<file path="src/hdl/sapq_pkg.sv">
// Shared constants and types for the sorted-array priority queue.
package sapq_pkg;

	localparam int CAPACITY_DEF      = 64;
	localparam int PRIORITY_BITS_DEF = 32;
	localparam int PAYLOAD_BITS_DEF  = 32;

	localparam logic [1:0] CMD_INSERT     = 2'd0;
	localparam logic [1:0] CMD_REMOVE_TOP = 2'd1;
	localparam logic [1:0] CMD_REMOVE_MAT = 2'd2;
	localparam logic [1:0] CMD_FIND       = 2'd3;

	localparam logic [1:0] ST_OK          = 2'd0;
	localparam logic [1:0] ST_FULL        = 2'd1;
	localparam logic [1:0] ST_NOT_FOUND   = 2'd2;
	localparam logic [1:0] ST_COUNT_EXCEEDS = 2'd3;

endpackage

</file>
<file path="src/hdl/sapq_store.sv">
// Dual entry memory: priority and payload, one write and one read port, registered read.
module sapq_store #(
	parameter int DEPTH = 64,
	parameter int WIDTH = 64
) (
	input  logic                     clk,
	input  logic                     wr_en,
	input  logic [$clog2(DEPTH)-1:0] wr_addr,
	input  logic [WIDTH-1:0]         wr_data,
	input  logic [$clog2(DEPTH)-1:0] rd_addr,
	output logic [WIDTH-1:0]         rd_data
);
	logic [WIDTH-1:0] mem [DEPTH];

	always_ff @(posedge clk) begin
		if (wr_en) begin
			mem[wr_addr] <= wr_data;
		end
		rd_data <= mem[rd_addr];
	end
endmodule

</file>
<file path="src/hdl/sorted_array_priority_queue_core.sv">
// Top level of the sorted-array priority queue: command sequencer around one entry memory.
// Each command is processed alone. Every command ends by reading the top entry back from
// the memory. Insert scans from the top down, shifting each larger entry up one rank, and
// writes the new entry above the first entry not larger than it, or at rank 0; a full store
// is not scanned. Find scans down from the top to the first match. Remove matching scans
// down from the top to the match, then shifts the entries above it down one rank each.
// Remove-highest does no scan. All cost comes from the single read and single write port
// of the entry memory. A new command is taken only after the result has been accepted and
// the sequencer has returned to idle through S_DONE, so no new command is accepted while
// a result is pending. The memory is not cleared after reset: ranks at or above the count
// are never read for a result.
module sorted_array_priority_queue_core
	import sapq_pkg::*;
#(
	parameter int CAPACITY      = CAPACITY_DEF,
	parameter int PRIORITY_BITS = PRIORITY_BITS_DEF,
	parameter int PAYLOAD_BITS  = PAYLOAD_BITS_DEF
) (
	input  logic        clk,
	input  logic        arst_n,
	input  logic        in_valid,
	output logic        in_ready,
	input  logic [1:0]  cmd,
	input  logic [31:0] priority_req,
	input  logic [31:0] payload,
	input  logic        match_payload,
	input  logic [6:0]  remove_count,
	output logic        out_valid,
	input  logic        out_ready,
	output logic [1:0]  status,
	output logic [5:0]  found_rank,
	output logic [31:0] top_priority,
	output logic [31:0] top_payload,
	output logic [6:0]  entry_count,
	output logic        is_empty
);
	localparam int AW = $clog2(CAPACITY);
	localparam int CW = $clog2(CAPACITY + 1);
	localparam int EW = PRIORITY_BITS + PAYLOAD_BITS;
	localparam int XW = (CW > 7) ? CW : 7;

	localparam logic [2:0] S_IDLE  = 3'd0;
	localparam logic [2:0] S_SCAN  = 3'd1; // address issued, data next cycle
	localparam logic [2:0] S_SHIFT = 3'd2; // remove: move entry above down
	localparam logic [2:0] S_TOPRD = 3'd3;
	localparam logic [2:0] S_TOPW  = 3'd4;
	localparam logic [2:0] S_DONE  = 3'd5;

	logic [2:0]               state_q;
	logic [1:0]               cmd_q;
	logic [PRIORITY_BITS-1:0] prio_q;
	logic [PAYLOAD_BITS-1:0]  pay_q;
	logic                     usep_q;
	logic [CW-1:0]            held_q;
	logic [CW-1:0]            pos_q;   // rank under read (scan) or target (shift)
	logic                     pend_q;  // read data valid this cycle
	logic [1:0]               st_q;
	logic [AW-1:0]            rank_q;

	logic          wr_en;
	logic [AW-1:0] wr_addr, rd_addr;
	logic [EW-1:0] wr_data, rd_data;
	logic [PRIORITY_BITS-1:0] rd_prio;
	logic [PAYLOAD_BITS-1:0]  rd_pay;
	logic hit, le;

	sapq_store #(.DEPTH(CAPACITY), .WIDTH(EW)) u_store (
		.clk(clk), .wr_en(wr_en), .wr_addr(wr_addr), .wr_data(wr_data),
		.rd_addr(rd_addr), .rd_data(rd_data)
	);

	assign rd_prio = rd_data[EW-1:PAYLOAD_BITS];
	assign rd_pay  = rd_data[PAYLOAD_BITS-1:0];
	assign hit = (rd_prio == prio_q) && (!usep_q || rd_pay == pay_q);
	assign le  = (rd_prio <= prio_q);
	assign in_ready = (state_q == S_IDLE) && !out_valid;

	// Memory port control.
	always_comb begin
		wr_en   = 1'b0;
		wr_addr = pos_q[AW-1:0];
		wr_data = rd_data;
		rd_addr = pos_q[AW-1:0];
		unique case (state_q)
			S_SCAN: begin
				// scan passed rank 0 or store empty: place the new entry at rank 0
				if (cmd_q == CMD_INSERT && pos_q == '1) begin
					wr_en   = 1'b1;
					wr_addr = '0;
					wr_data = {prio_q, pay_q};
				end
				if (pend_q && cmd_q == CMD_INSERT) begin
					if (!le) begin
						wr_en   = 1'b1;
						wr_addr = AW'(pos_q + 1'b1);
					end else begin
						wr_en   = 1'b1;
						wr_addr = AW'(pos_q + 1'b1);
						wr_data = {prio_q, pay_q};
					end
				end
				if (pos_q == '0 && pend_q && cmd_q == CMD_INSERT && !le) begin
					rd_addr = '0;
				end
			end
			S_SHIFT: begin
				rd_addr = AW'(pos_q + 1'b1);
				if (pend_q) begin
					wr_en = 1'b1;
				end
			end
			S_TOPRD: rd_addr = AW'(held_q - 1'b1);
			S_IDLE, S_TOPW, S_DONE: ;
			default: ;
		endcase
	end

	always_ff @(posedge clk or negedge arst_n) begin
		if (!arst_n) begin
			state_q   <= S_IDLE;
			held_q    <= '0;
			out_valid <= 1'b0;
			pend_q    <= 1'b0;
		end else begin
			if (out_valid && out_ready) begin
				out_valid <= 1'b0;
			end
			unique case (state_q)
				S_IDLE: begin
					if (in_valid && in_ready) begin
						cmd_q  <= cmd;
						prio_q <= PRIORITY_BITS'(priority_req);
						pay_q  <= PAYLOAD_BITS'(payload);
						usep_q <= match_payload;
						st_q   <= ST_OK;
						rank_q <= '0;
						pend_q <= 1'b0;
						unique case (cmd)
							CMD_INSERT: begin
								if (held_q == CW'(CAPACITY)) begin
									st_q    <= ST_FULL;
									state_q <= S_TOPRD;
								end else if (held_q == '0) begin
									pos_q   <= '1; // write lands at rank 0
									state_q <= S_SCAN;
								end else begin
									pos_q   <= CW'(held_q - 1'b1);
									state_q <= S_SCAN;
								end
							end
							CMD_REMOVE_TOP: begin
								if (XW'(remove_count) > XW'(held_q)) begin
									st_q <= ST_COUNT_EXCEEDS;
								end else begin
									held_q <= held_q - CW'(remove_count);
								end
								state_q <= S_TOPRD;
							end
							default: begin
								if (held_q == '0) begin
									st_q    <= ST_NOT_FOUND;
									state_q <= S_TOPRD;
								end else begin
									pos_q   <= CW'(held_q - 1'b1);
									state_q <= S_SCAN;
								end
							end
						endcase
					end
				end
				S_SCAN: begin
					if (cmd_q == CMD_INSERT && pos_q == '1) begin
						// empty store or scan passed rank 0: entry written at rank 0
						state_q <= S_TOPRD;
						held_q  <= held_q + 1'b1;
					end else if (!pend_q) begin
						pend_q <= 1'b1;
					end else if (cmd_q == CMD_INSERT) begin
						if (le) begin
							rank_q  <= AW'(pos_q + 1'b1);
							held_q  <= held_q + 1'b1;
							state_q <= S_TOPRD;
							pend_q  <= 1'b0;
						end else if (pos_q == '0) begin
							pos_q  <= '1;
							pend_q <= 1'b0;
						end else begin
							pos_q  <= pos_q - 1'b1;
							pend_q <= 1'b0;
						end
					end else if (hit) begin
						rank_q <= pos_q[AW-1:0];
						pend_q <= 1'b0;
						if (cmd_q == CMD_FIND) begin
							state_q <= S_TOPRD;
						end else if (CW'(pos_q + 1'b1) == held_q) begin
							held_q  <= held_q - 1'b1;
							state_q <= S_TOPRD;
						end else begin
							state_q <= S_SHIFT;
						end
					end else begin
						pend_q <= 1'b0;
						if (pos_q == '0) begin
							st_q    <= ST_NOT_FOUND;
							state_q <= S_TOPRD;
						end else begin
							pos_q <= pos_q - 1'b1;
						end
					end
				end
				S_SHIFT: begin
					// read rank pos+1, then write it at pos
					if (!pend_q) begin
						pend_q <= 1'b1;
					end else begin
						pend_q <= 1'b0;
						if (CW'(pos_q + 2'd2) == held_q) begin
							held_q  <= held_q - 1'b1;
							state_q <= S_TOPRD;
						end else begin
							pos_q <= pos_q + 1'b1;
						end
					end
				end
				S_TOPRD: state_q <= S_TOPW;
				S_TOPW: begin
					status      <= st_q;
					found_rank  <= (st_q == ST_OK) ? 6'(rank_q) : 6'd0;
					entry_count <= 7'(held_q);
					is_empty    <= (held_q == '0);
					top_priority <= (held_q == '0) ? 32'd0 : 32'(rd_prio);
					top_payload  <= (held_q == '0) ? 32'd0 : 32'(rd_pay);
					out_valid   <= 1'b1;
					state_q     <= S_DONE;
				end
				S_DONE: state_q <= S_IDLE;
				default: state_q <= S_IDLE;
			endcase
		end
	end

	property p_held_bound;
		@(posedge clk) disable iff (!arst_n) held_q <= CW'(CAPACITY);
	endproperty
	assert property (p_held_bound) else $error("count above capacity");

	assert property (@(posedge clk) disable iff (!arst_n)
		(in_valid && in_ready) |=> !out_valid)
		else $error("result shown in acceptance cycle");

	assert property (@(posedge clk) disable iff (!arst_n)
		(state_q == S_TOPW) |=> (out_valid && (is_empty == (entry_count == 7'd0))))
		else $error("empty flag disagrees with count");

	assert property (@(posedge clk) disable iff (!arst_n)
		(out_valid && status != ST_OK) |-> (found_rank == 6'd0))
		else $error("rank nonzero on failure");
endmodule

</file>
<file path="config.mk">
export PLATFORM = sky130hd
export DESIGN_NAME = sorted_array_priority_queue_core
export DESIGN_NICKNAME = d
export VERILOG_FILES = /design/src/hdl/sapq_pkg.sv /design/src/hdl/sapq_store.sv /design/src/hdl/sorted_array_priority_queue_core.sv
export SDC_FILE = /design/constraint.sdc
export NUM_CORES = 2
export LEC_CHECK = 0
export ABC_AREA = 1
export BUFFER_PORTS_ARGS = -buffer_cell sky130_fd_sc_hd__buf_2
export CAP_MARGIN = 5
export CELL_PAD_IN_SITES_DETAIL_PLACEMENT = 0
export CELL_PAD_IN_SITES_GLOBAL_PLACEMENT = 1
export CORE_AREA = 3 3 473 943
export DETAILED_ROUTE_END_ITERATION = 10
export DIE_AREA = 0 0 476 946
export PLACE_DENSITY = 0.73
export SYNTH_ARGS = -nofsm -noshare
export SYNTH_HDL_FRONTEND = slang
export SYNTH_HIERARCHICAL = 1
export SYNTH_SLANG_ARGS = --single-unit
</file>
<file path="constraint.sdc">
create_clock -name clk -period 18.8 [get_ports clk]
set_input_delay 0.94 -clock clk [delete_from_list [all_inputs] [get_ports clk]]
set_output_delay 0.94 -clock clk [all_outputs]
set_load 0.02 [all_outputs]
</file>
# Yosys cells after proc, flatten, opt, wreduce, memory -nomap -nowiden
# Memory sizes are Yosys's and may differ from the RTL's. A register that Yosys moved wholly into a read port is not among the register bits.
# Cells that the tools add are included.
[totals]
reg_bits = 174
ramBits = 4096
inputBits = 78
output_inout_bits = 82
wordCells = 175
n_memories = 1
[op_classes]
n_addsub = 6
n_lt_le_gt_ge = 2
n_eq_ne = 37
n_mux = 82
reduce_logical = 30
[memory_table]
columns = ["memory", "depth", "width", "rd", "rd_clocked_by_memory_dff", "write_ports", "line_no", "rtl"]
rows = [
  ["u_store.mem", 64, 64, 1, 1, 1, "sapq_store.sv:13", "logic [WIDTH-1:0] mem [DEPTH];"],
]
[op_table]
columns = ["operator", "count"]
rows = [
  ["64-bit two-way mux", 4],
  ["7-bit two-way mux", 25],
  ["32-bit equality test", 2],
  ["6-bit two-way mux", 10],
  ["7-bit case mux with 3 select lines", 2],
  ["32-bit <= comparator", 1],
  ["3-bit two-way mux", 9],
  ["3-bit != test, second input constant", 7],
  ["2-bit two-way mux", 10],
  ["2-bit != test, second input constant", 10],
  ["6-bit case mux with 3 select lines", 1],
  ["4-bit != test, second input constant", 4],
  ["3-bit case mux with 5 select lines", 1],
  ["7-bit by 1-bit adder with 7-bit output, second input constant", 2],
  ["7-bit equality test", 2],
  ["7-bit equality test, second input constant", 2],
  ["7-bit zero test", 2],
  ["7-bit case mux with 2 select lines", 1],
  ["7-bit by 1-bit subtractor with 7-bit output, second input constant", 2],
  ["1-bit two-way mux", 13],
  ["13-bit AND reduction", 1],
  ["6-bit case mux with 2 select lines", 1],
  ["11-bit AND reduction", 1],
  ["1-bit logical AND", 9],
  ["other kinds (26)", 35],
]

# Depth between registers and ports, before layout
[depth]
word_depth = 9
mapped_depth = 26

# Cells and area by module
# The synthesis kept the hierarchy.
[by_module_without_submodules]
columns = ["module", "n_inst", "cells_each", "area_each_um2", "seq_area_each_um2"]
rows = [
  ["sapq_store", 1, 13422, 165448.7, 124279.2],
  ["sorted_array_priority_queue_core", 1, 1099, 9905.8, 5165.0],
]

# Least setup slack after synthesis
# No wires, ideal clock.
[synth_path]
path_type = "register -> register"
from = "register pos_q[1]"
to = "memory u_store.mem[55][0] (enable)"
setup_ns = 0.565
arrival_ns = 6.446
required_ns = 18.235
slack_ns = 11.790
stages_incl_launch_ff = 15
synth_period_minus_slack_ns = 7.010
path_cell_list = "edfxtp_1 ha_1 nand3_2 nor2_2 inv_1 nor2_2 nand2_1 clkinv_1 nor2_1 inv_1 o22ai_1 inv_1 nor3_1 inv_1 nor3_1"
[synth_via]
word_cells_on_any_way = 11
classes_between = "1 x add/sub; 1 x eq/ne; 8 x mux; 1 x reduce/logical"
[synth_rtl]
columns = ["item", "line_no", "rtl"]
rows = [
  ["start, declared", "sorted_array_priority_queue_core.sv:55", "logic [CW-1:0] pos_q;"],
  ["start signal, assigned", "sorted_array_priority_queue_core.sv:147", "pos_q <= CW'(held_q - 1'b1);"],
  ["start signal, assigned", "sorted_array_priority_queue_core.sv:164", "pos_q <= CW'(held_q - 1'b1);"],
  ["start signal, assigned", "sorted_array_priority_queue_core.sv:188", "pos_q <= pos_q - 1'b1;"],
  ["parallel branches: the longest is 3 deep, another holds 7-bit by 1-bit adder with 7-bit output", "n/a", ""],
  ["6-bit two-way mux *", "sorted_array_priority_queue_core.sv:92", "if (pend_q && cmd_q == CMD_INSERT) begin"],
  ["6-bit two-way mux *", "sorted_array_priority_queue_core.sv:84", "unique case (state_q)"],
  ["named net wr_addr[2]", "sorted_array_priority_queue_core.sv:61", "logic [AW-1:0] wr_addr, rd_addr;"],
  ["end, declared", "sapq_store.sv:13", ""],
]
# Mark *: on every way through the listed nets, which the timed path passes.

# Worst setup path in the final report
[layout_path]
from = "register prio_q[31]"
to = "register u_store.rd_data[19], read port of u_store.mem"
[layout_via]
elab_chain_cells = 5
[layout_lines]
columns = ["item", "line_no", "rtl"]
rows = [
  ["start, declared", "sorted_array_priority_queue_core.sv:51", "logic [PRIORITY_BITS-1:0] prio_q;"],
  ["start signal, assigned", "sorted_array_priority_queue_core.sv:132", "prio_q <= PRIORITY_BITS'(priority_req);"],
  ["32-bit <= comparator", "sorted_array_priority_queue_core.sv:75", "assign le = (rd_prio <= prio_q);"],
  ["1-bit zero test", "sorted_array_priority_queue_core.sv:102", "if (pos_q == '0 && pend_q && cmd_q == CMD_INSERT && !le) begin"],
  ["1-bit logical AND", "sorted_array_priority_queue_core.sv:102", ""],
  ["6-bit two-way mux", "sorted_array_priority_queue_core.sv:102", ""],
  ["6-bit case mux with 3 select lines", "sorted_array_priority_queue_core.sv:84", ""],
  ["named net rd_addr[1]", "sorted_array_priority_queue_core.sv:61", ""],
  ["end, declared", "sapq_store.sv:11", "output logic [WIDTH-1:0] rd_data"],
]
# The timed path passes the listed nets, and every way through them passes these cells.
# A chain may end at the register's enable or synchronous reset.

==> results.py <==
metrics = {
    "clock_network": {
        "tritoncts": "done",
        "clkSlewWorstSetupHoldPaths_ns": 0.07,
        "cts_buffers": 353,
        "cts_resized": 0,
        "clk_latency_ns": 0.97,
        "h-tree-depth": 5,
        "cts_sinks": 4334,
        "clock-root-buffer": "clkbuf_16",
        "clock_path_buffers": 4,
    },
    "final_layout": {
        "n_fill_cell": 39830,
        "fin_util_pct": 44.19,
        "multiInputGateArea_sq_mm": 0.04122,
        "nets": 14580,
        "regArea_sq_mm": 0.1294,
        "drive_above_1_share_pct": 8.206,
        "area_growth_pct": 10.74,
    },
    "synthesis": {
        "netlist.area_leader.share_pct": 72.92,
        "synthCells": 14520,
        "yosys.cell_types.count": 50,
        "ys_dominant_reg_cell": "edfxtp_1",
        "async_flop_share_pct": 0.2769,
        "seq_area_frac_synth_pct": 73.82,
        "synth-edff-count": 4258,
        "syn_avg_cell_area_sq_um": 12.08,
        "ys_seq_elements": 4334,
        "synthMostInstantiatedCell": "nand2_1",
        "synth_area_leaders": "edfxtp_1 73%, nand3_1 11%, nand2_1 10%, buf_2 1.4%, buf_4 0.78%",
        "netlist_area_sq_mm": 0.1754,
        "yosysWarnings": 6,
        "syn_nets": 14650,
        "synthTopCellsByCount": "4688 x nand2_1, 4258 x edfxtp_1, 3885 x nand3_1",
        "yosysTopAreaCell": "edfxtp_1",
    },
    "power": {
        "ir_worst_vdd_mv": 0.07342,
        "leakage_nw": 68.17,
        "switching_share_pct": 21.22,
        "power_density_mw_per_mm2": 96.51,
        "clkPwrFrac_pct": 40.7,
        "p_switching_mw": 3.976,
        "p_int_mw": 14.76,
        "seqPwrFrac_pct": 55.8,
        "p_comb_share_pct": 3.5,
    },
    "worst_setup_path": {
        "path_buf_inv": 7,
        "path_common_cell": "nand3_1",
        "slowest_delay_ns": 0.87,
        "crit_type": "reg2reg",
        "critPathRequiredTime_ns": 19.66,
        "startpoint_type": "flip-flop",
        "path_max_fanout": 111,
        "cp_slowest_cell": "buf_4",
        "cp_cell_sequence": "inv_1, ha_1, nand4_1, nor2_1, nand2_2, nor2_4, nand3_2, nand3_1, nand3_1, nand3_4, buf_4, buf_12, buf_4, buf_4, buf_4, buf_4, nand3_1, nand3_1, nand3_1, nand3_1, nand2_1, nand2_1, nand2_1",
        "crit_path_end_kind": "flip-flop",
        "path_delay_family": "buffers and inverters",
        "arrival_ns": 8.46,
    },
    "place": {
        "dp_slack_ns": 11.46,
        "place_hpwl_microns": 305200,
        "io_buffer_count": 159,
        "place_congestion": 0.8574,
    },
    "detailed_routing": {
        "wl_microns": 597700,
        "first_pass_iters": 9,
        "drc": 0,
        "routed_via_density": 5.710,
        "via_count": 117800,
        "ant_nets": 0,
        "drtIter0Drc": 14880,
        "wl_per_cell_microns": 28.97,
    },
    "run_status": {
        "status": "finished, final reports clean",
    },
    "timing": {
        "final.setup.tns_ns": 0,
        "setup_viol": 0,
        "slew_headroom_pct": 15.76,
        "min_period_ns": 7.600,
        "period_share_pct": 40.43,
        "final.setup_skew_ns": 0.05647,
        "report.final.slew_viol_count": 0,
        "fmax_mhz": 131.6,
        "rsz0062_at_grt": "false",
        "hold_viol_final": 0,
        "worstMarginPinSlew_ns": 1.264,
        "setup_slack_ns": 11.20,
    },
    "floorplanning": {
        "dieArea_sq_mm": 0.4503,
        "initial_core_util_pct": 39.90,
        "die_w_microns": 476,
        "core_area_sq_mm": 0.4395,
        "io_pins": 160,
        "fp.dieH_microns": 946,
        "rows": 344,
    },
    "grt": {
        "grt_pass1_wl_microns": 837600,
        "grt_pass1_vias": 111500,
        "antenna_found_initial": 21,
        "grt_max_degree": 216,
        "overflow": 0,
        "grt_usage_pct": 25.91,
    },
    "flow_run": {
        "drv_cap": 0,
    },
    "hold_path": {
        "hold_path.class": "in2reg",
    },
}
==> path summary, 6_finish.rpt <==
| check | from | cells past startpoint | slack (ns) | to |
|---|---|---|---|---|
| min in group asynchronous | arst_n | 2 | 0.44 | held_q[3]$_DFFE_PN0P_ |
| max in group asynchronous | arst_n | 2 | 18.08 | out_valid$_DFFE_PN0P_ |
| worst min register to register | st_q[0]$_SDFFCE_PP0P_ | 0 | 0.45 | status[0]$_DFFE_PP_ |
| worst max register to register | prio_q[31]$_DFFE_PP_ | 23 | 11.20 | u_store/rd_data[19]$_DFF_P_ |
| worst min-delay path | priority_req[17] | 1 | 0.14 | prio_q[17]$_DFFE_PP_ |
| worst max-delay path | prio_q[31]$_DFFE_PP_ | 23 | 11.20 | u_store/rd_data[19]$_DFF_P_ |
==> registers in the layout, summed over array words and instances (netlist names), 2 cells and up <==
name / count
cmd_q: 2
status: 2
found_rank: 6
u_store/mem: 4096
held_q: 7
pos_q: 7
rank_q: 6
top_payload: 32
u_store/rd_data: 64
prio_q: 32
state_q: 3
st_q: 2
entry_count: 7
pay_q: 32
top_priority: 32
==> per-layer routing <==
layer	part of all wire (%)	routed length [microns]	vias to the layer above	global-route usage, %
met4	6.4	38220	8	14.18
li1	-	-	51180	-
met5	0.0082	49	-	0
met2	50	299500	6243	44.71
met3	8.3	49570	1478	3.404
met1	35	210400	58890	31.28
==> worst register-to-register path, cell delays in order, from the launching register on <==
cell,delay (ns)
edfxtp_1,0.36
inv_1,0.05
ha_1,0.32
nand4_1,0.15
nor2_1,0.36
nand2_2,0.14
nor2_4,0.14
nand3_2,0.12
nand3_1,0.14
nand3_1,0.12
nand3_4,0.37
buf_4,0.52
buf_12,0.48
buf_4,1.17
buf_4,0.87
buf_4,0.78
buf_4,0.68
nand3_1,0.17
nand3_1,0.12
nand3_1,0.12
nand3_1,0.13
nand2_1,0.07
nand2_1,0.07
nand2_1,0.07
==> logic make-up after synthesis <==
logic type,share of synthesized area (%)
AOI/OAI and AO/OA,0.4838
xor gates and xnor gates,0.1998
adders and majority gates,0.3396
buffers and inverters,3.423
DFF,73.82
and+or+nand+nor,21.73
==> power by group through the flow <==
| stage | registers [mW] | clock network [mW] | logic [mW] |
|---|---|---|---|
| after floorplan | 10.7 | 0 | 0.432 |
| after global placement | 10.7 | 0 | 0.646 |
| after detailed placement | 10.7 | 0 | 0.645 |
| after CTS | 10.5 | 7.70 | 0.648 |
| after global routing | 10.4 | 8.03 | 0.704 |
| final | 10.5 | 7.63 | 0.656 |
==> area by class of cell <==
class                           instances  area share [%]
Clock inverter                        186           1.006
Sequential cell                      4334           66.66
Multi-Input combinational cell       9045           21.23
Timing Repair Buffer                  507           1.879
Antenna cell                           14         0.01804
Inverter                              214          0.4562
Clock buffer                          447           4.960
Tap cell                             5882           3.790
==> placed cells by master (no fill, tap or decap), types with 16 or more instances in the layout <==
cell	Yosys	layout
edfxtp_1	4258	4258
xnor2_1	24	24
nor2_4	3	65
a21oi_1	30	30
clkbuf_16	0	364
ha_1	46	46
nand3_1	3885	3883
clkinvlp_4	0	18
clkinv_2	0	51
buf_2	478	159
clkbuf_1	130	62
buf_4	182	328
dfxtp_1	64	64
inv_1	196	193
nor2_1	177	115
clkbuf_8	0	21
bufinv_16	0	36
buf_12	1	19
o21ai_0	20	19
nand2_1	4688	4688
xor2_1	16	16
o21ai_4	0	64
clkinv_1	1	55
==> per-stage QoR <==
step | instance area [sq um] | hold WS, ns | std cells | total power, mW
2_1_floorplan | 175400 | 0.4174 | 14520 | 11.10
3_3_place_gp | 182600 | 0.4221 | 19980 | 11.31
3_5_place_dp | 182600 | 0.4323 | 19980 | 11.31
4_1_cts | 194100 | 0.09140 | 20620 | 18.80
5_1_grt | 194200 | 0.1361 | 20620 | 19.19
6_report | 194200 | 0.1417 | 20630 | 18.74
==> timing repair <==
item / in CTS / in global routing
endpoints found under the hold margin: 12 / 0
endpoints found under the setup margin: 0 / 0
hold buffers: 1 / 0
setup buffers: 0 / 0
Note: power is estimated with default switching activity, not from simulation.
